### src/design/ifbbs_pkg.sv
package ifbbs_pkg;

	// Output stream byte positions for one input item, in send order
	localparam int unsigned NUM_POS = 9;
	localparam int unsigned POS_W = $clog2(NUM_POS);

	localparam logic [POS_W-1:0] P_OPEN_FLAG = POS_W'(0);
	localparam logic [POS_W-1:0] P_ADDR      = POS_W'(1);
	localparam logic [POS_W-1:0] P_CTRL      = POS_W'(2);
	localparam logic [POS_W-1:0] P_HCS       = POS_W'(3);
	localparam logic [POS_W-1:0] P_DATA_ESC  = POS_W'(4);
	localparam logic [POS_W-1:0] P_DATA      = POS_W'(5);
	localparam logic [POS_W-1:0] P_CHK_ESC   = POS_W'(6);
	localparam logic [POS_W-1:0] P_CHK       = POS_W'(7);
	localparam logic [POS_W-1:0] P_CLOSE     = POS_W'(8);

	// Sequence bit position inside the control byte
	localparam int unsigned CTRL_SEQ_SHIFT = 6;

	// APB register map
	localparam int unsigned ADDR_W = 4;
	localparam int unsigned DATA_W = 32;

	typedef enum logic [1:0] {
		REG_FLAG    = 2'd0,
		REG_ESCAPE  = 2'd1,
		REG_MASK    = 2'd2,
		REG_ADDRESS = 2'd3
	} reg_idx_t;

	localparam logic [7:0] FLAG_RST    = 8'd126;
	localparam logic [7:0] ESCAPE_RST  = 8'd125;
	localparam logic [7:0] MASK_RST    = 8'd32;
	localparam logic [7:0] ADDRESS_RST = 8'd3;

	typedef struct packed {
		logic [7:0] flag_byte;
		logic [7:0] escape_byte;
		logic [7:0] stuff_mask;
		logic [7:0] address_byte;
	} cfg_t;

	// Byte list for one input item: every position plus a mask of those sent
	typedef struct packed {
		logic [NUM_POS-1:0][7:0] bytes;
		logic [NUM_POS-1:0]      send;
	} slot_t;

endpackage

### src/design/ifbbs_in_if.sv
interface ifbbs_in_if;
	logic       valid;
	logic       ready;
	logic [7:0] data_byte;
	logic       seq_bit;
	logic       last_in;

	modport source (output valid, output data_byte, output seq_bit, output last_in,
		input ready);
	modport sink (input valid, input data_byte, input seq_bit, input last_in,
		output ready);
endinterface

### src/design/ifbbs_out_if.sv
interface ifbbs_out_if;
	logic       valid;
	logic       ready;
	logic [7:0] out_byte;
	logic       out_last;

	modport source (output valid, output out_byte, output out_last, input ready);
	modport sink (input valid, input out_byte, input out_last, output ready);
endinterface

### src/design/ifbbs_cfg.sv
module ifbbs_cfg (
	input  logic                         clk,
	input  logic                         arst_n,
	input  logic                         psel,
	input  logic                         penable,
	input  logic                         pwrite,
	input  logic [ifbbs_pkg::ADDR_W-1:0] paddr,
	input  logic [ifbbs_pkg::DATA_W-1:0] pwdata,
	output logic [ifbbs_pkg::DATA_W-1:0] prdata,
	output logic                         pready,
	output ifbbs_pkg::cfg_t              cfg
);

	ifbbs_pkg::cfg_t     cfg_q;
	ifbbs_pkg::reg_idx_t idx;
	logic                wr_en;
	logic [7:0]          rd_val;

	assign pready = 1'b1;
	assign idx    = ifbbs_pkg::reg_idx_t'(paddr[3:2]);
	assign wr_en  = psel && penable && pwrite && pready;

	// Register file, written in the access phase
	always_ff @(posedge clk or negedge arst_n) begin
		if (!arst_n) begin
			cfg_q.flag_byte    <= ifbbs_pkg::FLAG_RST;
			cfg_q.escape_byte  <= ifbbs_pkg::ESCAPE_RST;
			cfg_q.stuff_mask   <= ifbbs_pkg::MASK_RST;
			cfg_q.address_byte <= ifbbs_pkg::ADDRESS_RST;
		end else if (wr_en) begin
			unique case (idx)
				ifbbs_pkg::REG_FLAG:    cfg_q.flag_byte    <= pwdata[7:0];
				ifbbs_pkg::REG_ESCAPE:  cfg_q.escape_byte  <= pwdata[7:0];
				ifbbs_pkg::REG_MASK:    cfg_q.stuff_mask   <= pwdata[7:0];
				ifbbs_pkg::REG_ADDRESS: cfg_q.address_byte <= pwdata[7:0];
			endcase
		end
	end

	// Read mux
	always_comb begin
		unique case (idx)
			ifbbs_pkg::REG_FLAG:    rd_val = cfg_q.flag_byte;
			ifbbs_pkg::REG_ESCAPE:  rd_val = cfg_q.escape_byte;
			ifbbs_pkg::REG_MASK:    rd_val = cfg_q.stuff_mask;
			ifbbs_pkg::REG_ADDRESS: rd_val = cfg_q.address_byte;
		endcase
	end

	assign prdata = {{(ifbbs_pkg::DATA_W-8){1'b0}}, rd_val};
	assign cfg    = cfg_q;

endmodule

### src/design/ifbbs_fmt.sv
module ifbbs_fmt (
	input  logic            clk,
	input  logic            arst_n,
	input  ifbbs_pkg::cfg_t cfg,
	input  logic            accept,
	input  logic [7:0]      data_byte,
	input  logic            seq_bit,
	input  logic            last_in,
	output ifbbs_pkg::slot_t slot
);

	logic       frame_open_q;
	logic [7:0] check_q;
	logic [7:0] ctrl;
	logic [7:0] chk_new;
	logic       data_sp;
	logic       chk_sp;

	// Running check restarts with a new frame
	assign ctrl    = 8'(seq_bit) << ifbbs_pkg::CTRL_SEQ_SHIFT;
	assign chk_new = (frame_open_q ? check_q : 8'd0) ^ data_byte;
	assign data_sp = (data_byte == cfg.flag_byte) || (data_byte == cfg.escape_byte);
	assign chk_sp  = (chk_new == cfg.flag_byte) || (chk_new == cfg.escape_byte);

	// Frame state
	always_ff @(posedge clk or negedge arst_n) begin
		if (!arst_n) begin
			frame_open_q <= 1'b0;
			check_q      <= 8'd0;
		end else if (accept) begin
			frame_open_q <= !last_in;
			check_q      <= last_in ? 8'd0 : chk_new;
		end
	end

	// Byte list at fixed positions
	always_comb begin
		slot.bytes = '0;
		slot.send  = '0;
		slot.bytes[ifbbs_pkg::P_OPEN_FLAG] = cfg.flag_byte;
		slot.bytes[ifbbs_pkg::P_ADDR]      = cfg.address_byte;
		slot.bytes[ifbbs_pkg::P_CTRL]      = ctrl;
		slot.bytes[ifbbs_pkg::P_HCS]       = cfg.address_byte ^ ctrl;
		slot.bytes[ifbbs_pkg::P_DATA_ESC]  = cfg.escape_byte;
		slot.bytes[ifbbs_pkg::P_DATA]      = data_sp ? (data_byte ^ cfg.stuff_mask)
			: data_byte;
		slot.bytes[ifbbs_pkg::P_CHK_ESC]   = cfg.escape_byte;
		slot.bytes[ifbbs_pkg::P_CHK]       = chk_sp ? (chk_new ^ cfg.stuff_mask) : chk_new;
		slot.bytes[ifbbs_pkg::P_CLOSE]     = cfg.flag_byte;

		slot.send[ifbbs_pkg::P_OPEN_FLAG] = !frame_open_q;
		slot.send[ifbbs_pkg::P_ADDR]      = !frame_open_q;
		slot.send[ifbbs_pkg::P_CTRL]      = !frame_open_q;
		slot.send[ifbbs_pkg::P_HCS]       = !frame_open_q;
		slot.send[ifbbs_pkg::P_DATA_ESC]  = data_sp;
		slot.send[ifbbs_pkg::P_DATA]      = 1'b1;
		slot.send[ifbbs_pkg::P_CHK_ESC]   = last_in && chk_sp;
		slot.send[ifbbs_pkg::P_CHK]       = last_in;
		slot.send[ifbbs_pkg::P_CLOSE]     = last_in;
	end

endmodule

### src/design/ifbbs_ser.sv
module ifbbs_ser (
	input  logic             clk,
	input  logic             arst_n,
	input  ifbbs_pkg::slot_t slot,
	input  logic             load,
	output logic             ready,
	ifbbs_out_if.source      framed
);

	logic [ifbbs_pkg::NUM_POS-1:0][7:0] bytes_s1;
	logic [ifbbs_pkg::NUM_POS-1:0]      pend_s1;
	logic [ifbbs_pkg::POS_W-1:0]        sel;
	logic                               busy;
	logic                               out_free;
	logic                               emit;
	logic                               last_emit;
	logic                               out_valid_q;
	logic [7:0]                         out_byte_q;
	logic                               out_last_q;

	// Lowest pending position goes next
	always_comb begin
		sel = '0;
		for (int i = ifbbs_pkg::NUM_POS - 1; i >= 0; i--) begin
			if (pend_s1[i]) begin
				sel = ifbbs_pkg::POS_W'(i);
			end
		end
	end

	assign busy      = |pend_s1;
	assign out_free  = !out_valid_q || framed.ready;
	assign emit      = busy && out_free;
	assign last_emit = emit
		&& ((pend_s1 & (pend_s1 - {{(ifbbs_pkg::NUM_POS-1){1'b0}}, 1'b1})) == '0);
	assign ready     = !busy || last_emit;

	// Slot holding the byte list of the item in flight
	always_ff @(posedge clk or negedge arst_n) begin
		if (!arst_n) begin
			pend_s1 <= '0;
		end else if (load) begin
			pend_s1 <= slot.send;
		end else if (emit) begin
			pend_s1[sel] <= 1'b0;
		end
	end

	always_ff @(posedge clk) begin
		if (load) begin
			bytes_s1 <= slot.bytes;
		end
	end

	// Output register
	always_ff @(posedge clk or negedge arst_n) begin
		if (!arst_n) begin
			out_valid_q <= 1'b0;
		end else if (emit) begin
			out_valid_q <= 1'b1;
		end else if (framed.ready) begin
			out_valid_q <= 1'b0;
		end
	end

	always_ff @(posedge clk) begin
		if (emit) begin
			out_byte_q <= bytes_s1[sel];
			out_last_q <= (sel == ifbbs_pkg::P_CLOSE);
		end
	end

	assign framed.valid    = out_valid_q;
	assign framed.out_byte = out_byte_q;
	assign framed.out_last = out_last_q;

endmodule

### src/design/info_frame_builder_byte_stuffing_unit.sv
// Channel   Dir  Handshake      Payload
// payload   in   valid/ready    data_byte[7:0], seq_bit, last_in
// framed    out  valid/ready    out_byte[7:0], out_last
// apb       in   psel/penable   paddr[3:0], pwdata[31:0] -> prdata[31:0]
//
// Each payload transaction yields 1 to 9 output bytes, one byte per cycle
// while framed is not stalled; the output byte rate sets throughput. An item is
// formatted into a byte slot in its accept cycle; its first byte then passes
// through the slot register and the output register. The next item is taken in the
// cycle the slot's last byte moves to the output register.
// arst_n clears frame state, slot and output valid; registers return to reset.
// A stall on framed holds the output register and then the slot.
module info_frame_builder_byte_stuffing_unit (
	input  logic                         clk,
	input  logic                         arst_n,
	ifbbs_in_if.sink                     payload,
	ifbbs_out_if.source                  framed,
	input  logic                         psel,
	input  logic                         penable,
	input  logic                         pwrite,
	input  logic [ifbbs_pkg::ADDR_W-1:0] paddr,
	input  logic [ifbbs_pkg::DATA_W-1:0] pwdata,
	output logic [ifbbs_pkg::DATA_W-1:0] prdata,
	output logic                         pready
);

	ifbbs_pkg::cfg_t  cfg;
	ifbbs_pkg::slot_t slot;
	logic             ready;
	logic             accept;

	assign payload.ready = ready;
	assign accept        = payload.valid && ready;

	ifbbs_cfg u_cfg (
		.clk     (clk),
		.arst_n  (arst_n),
		.psel    (psel),
		.penable (penable),
		.pwrite  (pwrite),
		.paddr   (paddr),
		.pwdata  (pwdata),
		.prdata  (prdata),
		.pready  (pready),
		.cfg     (cfg)
	);

	ifbbs_fmt u_fmt (
		.clk       (clk),
		.arst_n    (arst_n),
		.cfg       (cfg),
		.accept    (accept),
		.data_byte (payload.data_byte),
		.seq_bit   (payload.seq_bit),
		.last_in   (payload.last_in),
		.slot      (slot)
	);

	ifbbs_ser u_ser (
		.clk    (clk),
		.arst_n (arst_n),
		.slot   (slot),
		.load   (accept),
		.ready  (ready),
		.framed (framed)
	);

endmodule

### src/flat_wrapper.sv
// flat-port wrapper written by rule: the top's interface ports become plain ports
module info_frame_builder_byte_stuffing_unit_flat 
  (clk, arst_n, psel, penable, pwrite, paddr, pwdata, prdata, pready, payload_valid, payload_data_byte, payload_seq_bit, payload_last_in, payload_ready, framed_valid, framed_out_byte, framed_out_last, framed_ready);
  ifbbs_in_if payload_i ();
  ifbbs_out_if framed_i ();
  input  logic clk;
  input  logic arst_n;
  input  logic psel;
  input  logic penable;
  input  logic pwrite;
  input  logic [ifbbs_pkg::ADDR_W-1:0] paddr;
  input  logic [ifbbs_pkg::DATA_W-1:0] pwdata;
  output logic [ifbbs_pkg::DATA_W-1:0] prdata;
  output logic pready;
  input wire logic [$bits(payload_i.valid)-1:0] payload_valid;
  input wire logic [$bits(payload_i.data_byte)-1:0] payload_data_byte;
  input wire logic [$bits(payload_i.seq_bit)-1:0] payload_seq_bit;
  input wire logic [$bits(payload_i.last_in)-1:0] payload_last_in;
  output wire logic [$bits(payload_i.ready)-1:0] payload_ready;
  output wire logic [$bits(framed_i.valid)-1:0] framed_valid;
  output wire logic [$bits(framed_i.out_byte)-1:0] framed_out_byte;
  output wire logic [$bits(framed_i.out_last)-1:0] framed_out_last;
  input wire logic [$bits(framed_i.ready)-1:0] framed_ready;
  assign payload_i.valid = payload_valid;
  assign payload_i.data_byte = payload_data_byte;
  assign payload_i.seq_bit = payload_seq_bit;
  assign payload_i.last_in = payload_last_in;
  assign payload_ready = payload_i.ready;
  assign framed_valid = framed_i.valid;
  assign framed_out_byte = framed_i.out_byte;
  assign framed_out_last = framed_i.out_last;
  assign framed_i.ready = framed_ready;
  info_frame_builder_byte_stuffing_unit u_core (.clk(clk), .arst_n(arst_n), .payload(payload_i), .framed(framed_i), .psel(psel), .penable(penable), .pwrite(pwrite), .paddr(paddr), .pwdata(pwdata), .prdata(prdata), .pready(pready));
endmodule
### config.mk
export PLATFORM = sky130hd
export DESIGN_NAME = info_frame_builder_byte_stuffing_unit_flat
export DESIGN_NICKNAME = d
export VERILOG_FILES = /design/src/design/ifbbs_pkg.sv /design/src/design/ifbbs_in_if.sv /design/src/design/ifbbs_out_if.sv /design/src/design/ifbbs_cfg.sv /design/src/design/ifbbs_fmt.sv /design/src/design/ifbbs_ser.sv /design/src/design/info_frame_builder_byte_stuffing_unit.sv /design/src/flat_wrapper.sv
export SDC_FILE = /design/constraint.sdc
export NUM_CORES = 1
export LEC_CHECK = 0
export ABC_AREA = 1
export BUFFER_PORTS_ARGS = -buffer_cell sky130_fd_sc_hd__buf_2
export CAP_MARGIN = 25
export CORE_MARGIN = 3
export CORE_UTILIZATION = 60
export DETAILED_ROUTE_END_ITERATION = 10
export GPL_ROUTABILITY_DRIVEN = 0
export PLACE_DENSITY = 0.9
export SYNTH_ARGS = -nofsm -noshare
export SYNTH_HDL_FRONTEND = slang
export SYNTH_SLANG_ARGS = --single-unit
### constraint.sdc
create_clock -name clk -period 3.3 [get_ports clk]
set_input_delay 0.165 -clock clk [delete_from_list [all_inputs] [get_ports clk]]
set_output_delay 0.165 -clock clk [all_outputs]
set_load 0.02 [all_outputs]
==> results.md <==
* Main combinational cell family by area after synthesis: simple AND/OR/NAND/NOR gates
* Leak at 0.00296 uW
* Total track usage at 27.9%
* CTS tree: done
* Crit path kind: flip-flop to flip-flop
* Unique cell type count in the Yosys netlist at 32
* Drt first pass iters at 5
* First-pass GRT wire length at 21.8 mm
* Placed Area at 5760 um2
* HP Start: payload_last_in
* Reg clk slew, reported paths at 0.10 ns
* Core ar. at 8850 um2
* R2R Setup Slk at 0.83 ns
* Synthesized area at 5560 um2
* CTS root buffer: clkbuf_8
* Synth Area in Compound Gates at 6.55%
* Antenna Violating Nets Remaining at 0
* ANT cells at 0
* Number of hold violations in the final report at 0
* WHS Endpoint: u_core.u_fmt.frame_open_q$_DFFE_PN0P_
* Post-DP HPWL at 9.95 mm
* Period utilization at 74.8%
* Final setup TNS at 0 ns
* Largest net degree at the start of global routing at 35
* GRT overflow at 0
* Arrival @ worst endpoint at 2.55 ns
* CTS Hold Bufs at 2
* Yosys reg bits at 102
* Slew at the pin closest to its max-slew limit at 0.797 ns
* R2r startpoint: u_core.u_ser.pend_s1[1]$_DFFE_PN0P_
* Die W at 102 um
* Critical Path End Type: flip-flop
* Post-CTS Setup Bufs at 0
* Proportion of layout cells with a drive suffix above 1 at 14.2%
* VDD IR max at 384 uV
* Status: complete, no violations
* Mapped Cells at 701
* H-Tree Depth at 3
* Initial DRC count at 464
* Worst skew pair latency at 0.37 ns
* # port buffers at 45
* Crit start category: flip-flop
* PD cells at 814 nW/um2
* Seq/Total Area, Yosys at 50.8%
* Slew Limit Fails at 0
* Floorplan row count at 34
* Ordered cell list for the critical path: nor2_2, nand2_2, nand2_1, nand2_1, nor2_1, nand3_2, nand2_4, nand2_4, inv_2, buf_12
* Vias per inst at 5.68
* Critical Path Max Stage Delay at 0.47 ns
* Vias in the first global route at 4749
* Hold path depth at 2
* Fillers at 709
* Post-synthesis mux area share at 0%
* Crit-path slowest cell: inv_2
* Drt total wl at 13.8 mm
* Syn_area_per_cell at 7.93 um2
* Full die area at 10500 um2
* Post-synthesis xor/xnor area fraction at 1.42%
* Post-synth EDFFs at 51
* Async SR Flop Fraction at 50.0%
* Area delta synth->final at 7.56%
* Setup violators final at 0
* Cts repair resizes at 0
* Synthesis Warnings at 0
* Cell count of the worst reg-to-reg path at 10
* Nets at 800
* RSZ-0062 raised after global routing: no
* Worst slew margin at 46.9%
* Total CTS buffers at 9
* Max-Cap Viols at 0
* Die Height at 102 um
* Initial Util at 62.8%
* Synth Area in Simple Gates at 31.4%
* # DRC at 0
* Clock sink count at 102
* Post-layout minimum cycle time at 2.47 ns
* Largest fanout on the critical path at 24
* RR Endpoint: u_core.u_ser.bytes_s1[14]$_DFFE_PP_
* Initial antenna violation count at 0
* Routed WL per cell at 16.0 um
* Max frequency at 0.405 GHz
* Hold Crit Class: input pin to flip-flop
* Data required, critical path at 3.38 ns
* DR vias at 4888
* Clk_skew at 0.0109 ns
* Clock buffer depth at 2
* Synth Area in Adders at 0%
* I/O pin total at 97
* Top FF cell, synth: edfxtp_1
* Final instance area at 5980 um2
report_power, final:
group	leakage [uW]	total [uW]	internal [uW]	switching, uW
Sequential	0.00109	2100	1810	291
Clock	0.000110	790	364	427
Combinational	0.00175	1980	593	1380
Total	0.00296	4870	2770	2100
metal layers:
layer | global-route usage, % | vias up | routed length [um]
met5 | 0 | - | 0
met4 | 17.0 | 0 | 680
met3 | 4.23 | 68 | 1510
met2 | 47.1 | 307 | 6550
met1 | 33.6 | 2223 | 5030
li1 | - | 2290 | -
layout by cell type (no fill, tap or decap), types with 2 or more instances in the layout:
cell type and instances:
dlygate4sd3_1 2, o21ai_1 2, dfstp_2 15, a21oi_1 13, nor2_2 7, nand2_2 4, inv_6 2, xor2_1 9
o21ai_0 37, nor3_1 2, nand3b_1 7, nand2_4 2, clkbuf_8 11, o21ai_2 9, nand2_1 304, nor2_1 29
nand4_1 12, inv_1 63, edfxtp_1 51, dfrtp_1 36, inv_2 4, nand3_1 48, buf_2 45, buf_4 2
conb_1 25
cells in the mapped netlist, types with 2 or more instances:
cell type / instances / share of area [%]
inv_2: 4 / 0.27
a21oi_1: 13 / 1.2
nand4_1: 12 / 1.4
dfstp_2: 15 / 7.1
nor3_1: 2 / 0.18
nand2_2: 4 / 0.45
nor2_2: 7 / 0.79
edfxtp_1: 51 / 28
o21ai_1: 2 / 0.18
nand2_4: 2 / 0.41
nand2_1: 304 / 21
clkbuf_1: 4 / 0.27
o21ai_0: 37 / 3.3
conb_1: 2 / 0.14
o21ai_2: 9 / 1.4
buf_2: 2 / 0.18
buf_4: 27 / 3.6
nor2_1: 29 / 2.0
nand3b_1: 7 / 0.95
xor2_1: 9 / 1.4
dfrtp_1: 36 / 16
inv_1: 62 / 4.2
buf_6: 5 / 1.0
nand3_1: 48 / 4.3
sequential cells by signal, summed over array words and instances (netlist names):
name	flops
u_core.u_ser.framed.out_byte	8
u_core.u_cfg.cfg	32
u_core.u_ser.framed.valid	1
u_core.u_ser.framed.out_last	1
u_core.u_fmt.frame_open_q	1
u_core.u_ser.bytes_s1	42
u_core.u_fmt.check_q	8
u_core.u_ser.pend_s1	9
through the flow:
step / hold WS [ns] / utilization [%] / worst slack [ns] / instances / total power [uW]
final: 0.0304 / 67.6 / 0.831 / 860 / 4870
after global routing: 0.0340 / 67.6 / 0.639 / 860 / 5190
after CTS: 0.0191 / 67.6 / 0.846 / 860 / 4840
after detailed placement: 0.287 / 65.1 / 0.870 / 842 / 4060
after global placement: 0.281 / 65.1 / 0.995 / 842 / 3960
after floorplan: -0.131 / - / 1.27 / 724 / 3510
kinds of logic after synthesis:
group	Yosys count
DFF	102
xor gates and xnor gates	9
buffers and inverters	105
and+or+nand+nor	419
other	2
AOI/OAI and AO/OA	64
final cells by class:
cell class                 count  area, um2  share of cell area, %
multi-input combinational    517       2280                   38.2
sequential                   102       2830                   47.3
inverter                      67        251                   4.21
tap                          108        135                   2.26
timing repair buffer          50        280                   4.69
clock inverter                 4       26.3                  0.439
clock buffer                  12        176                   2.95
worst max-delay path by stage:
stage,end,cells after the start,start
finish,u_core.u_ser.bytes_s1[14]$_DFFE_PP_,10,u_core.u_ser.pend_s1[1]$_DFFE_PN0P_
global route,u_core.u_ser.pend_s1[1]$_DFFE_PN0P_,12,u_core.u_ser.pend_s1[1]$_DFFE_PN0P_
CTS,u_core.u_ser.bytes_s1[30]$_DFFE_PP_,10,u_core.u_ser.pend_s1[1]$_DFFE_PN0P_
detailed placement,u_core.u_ser.bytes_s1[54]$_DFFE_PP_,10,u_core.u_ser.pend_s1[1]$_DFFE_PN0P_
global placement,u_core.u_ser.bytes_s1[22]$_DFFE_PP_,10,u_core.u_ser.pend_s1[1]$_DFFE_PN0P_
floorplan,u_core.u_ser.bytes_s1[10]$_DFFE_PP_,9,u_core.u_ser.pend_s1[5]$_DFFE_PN0P_
worst max-delay path, delay by kind of cell (launching register included):
kind,cells,cell delay [ns]
flip-flops,1,0.43
AND/OR/NAND/NOR,8,1.00
buffers and inverters,2,0.72
No activity file was read; power rests on OpenSTA's default activity.
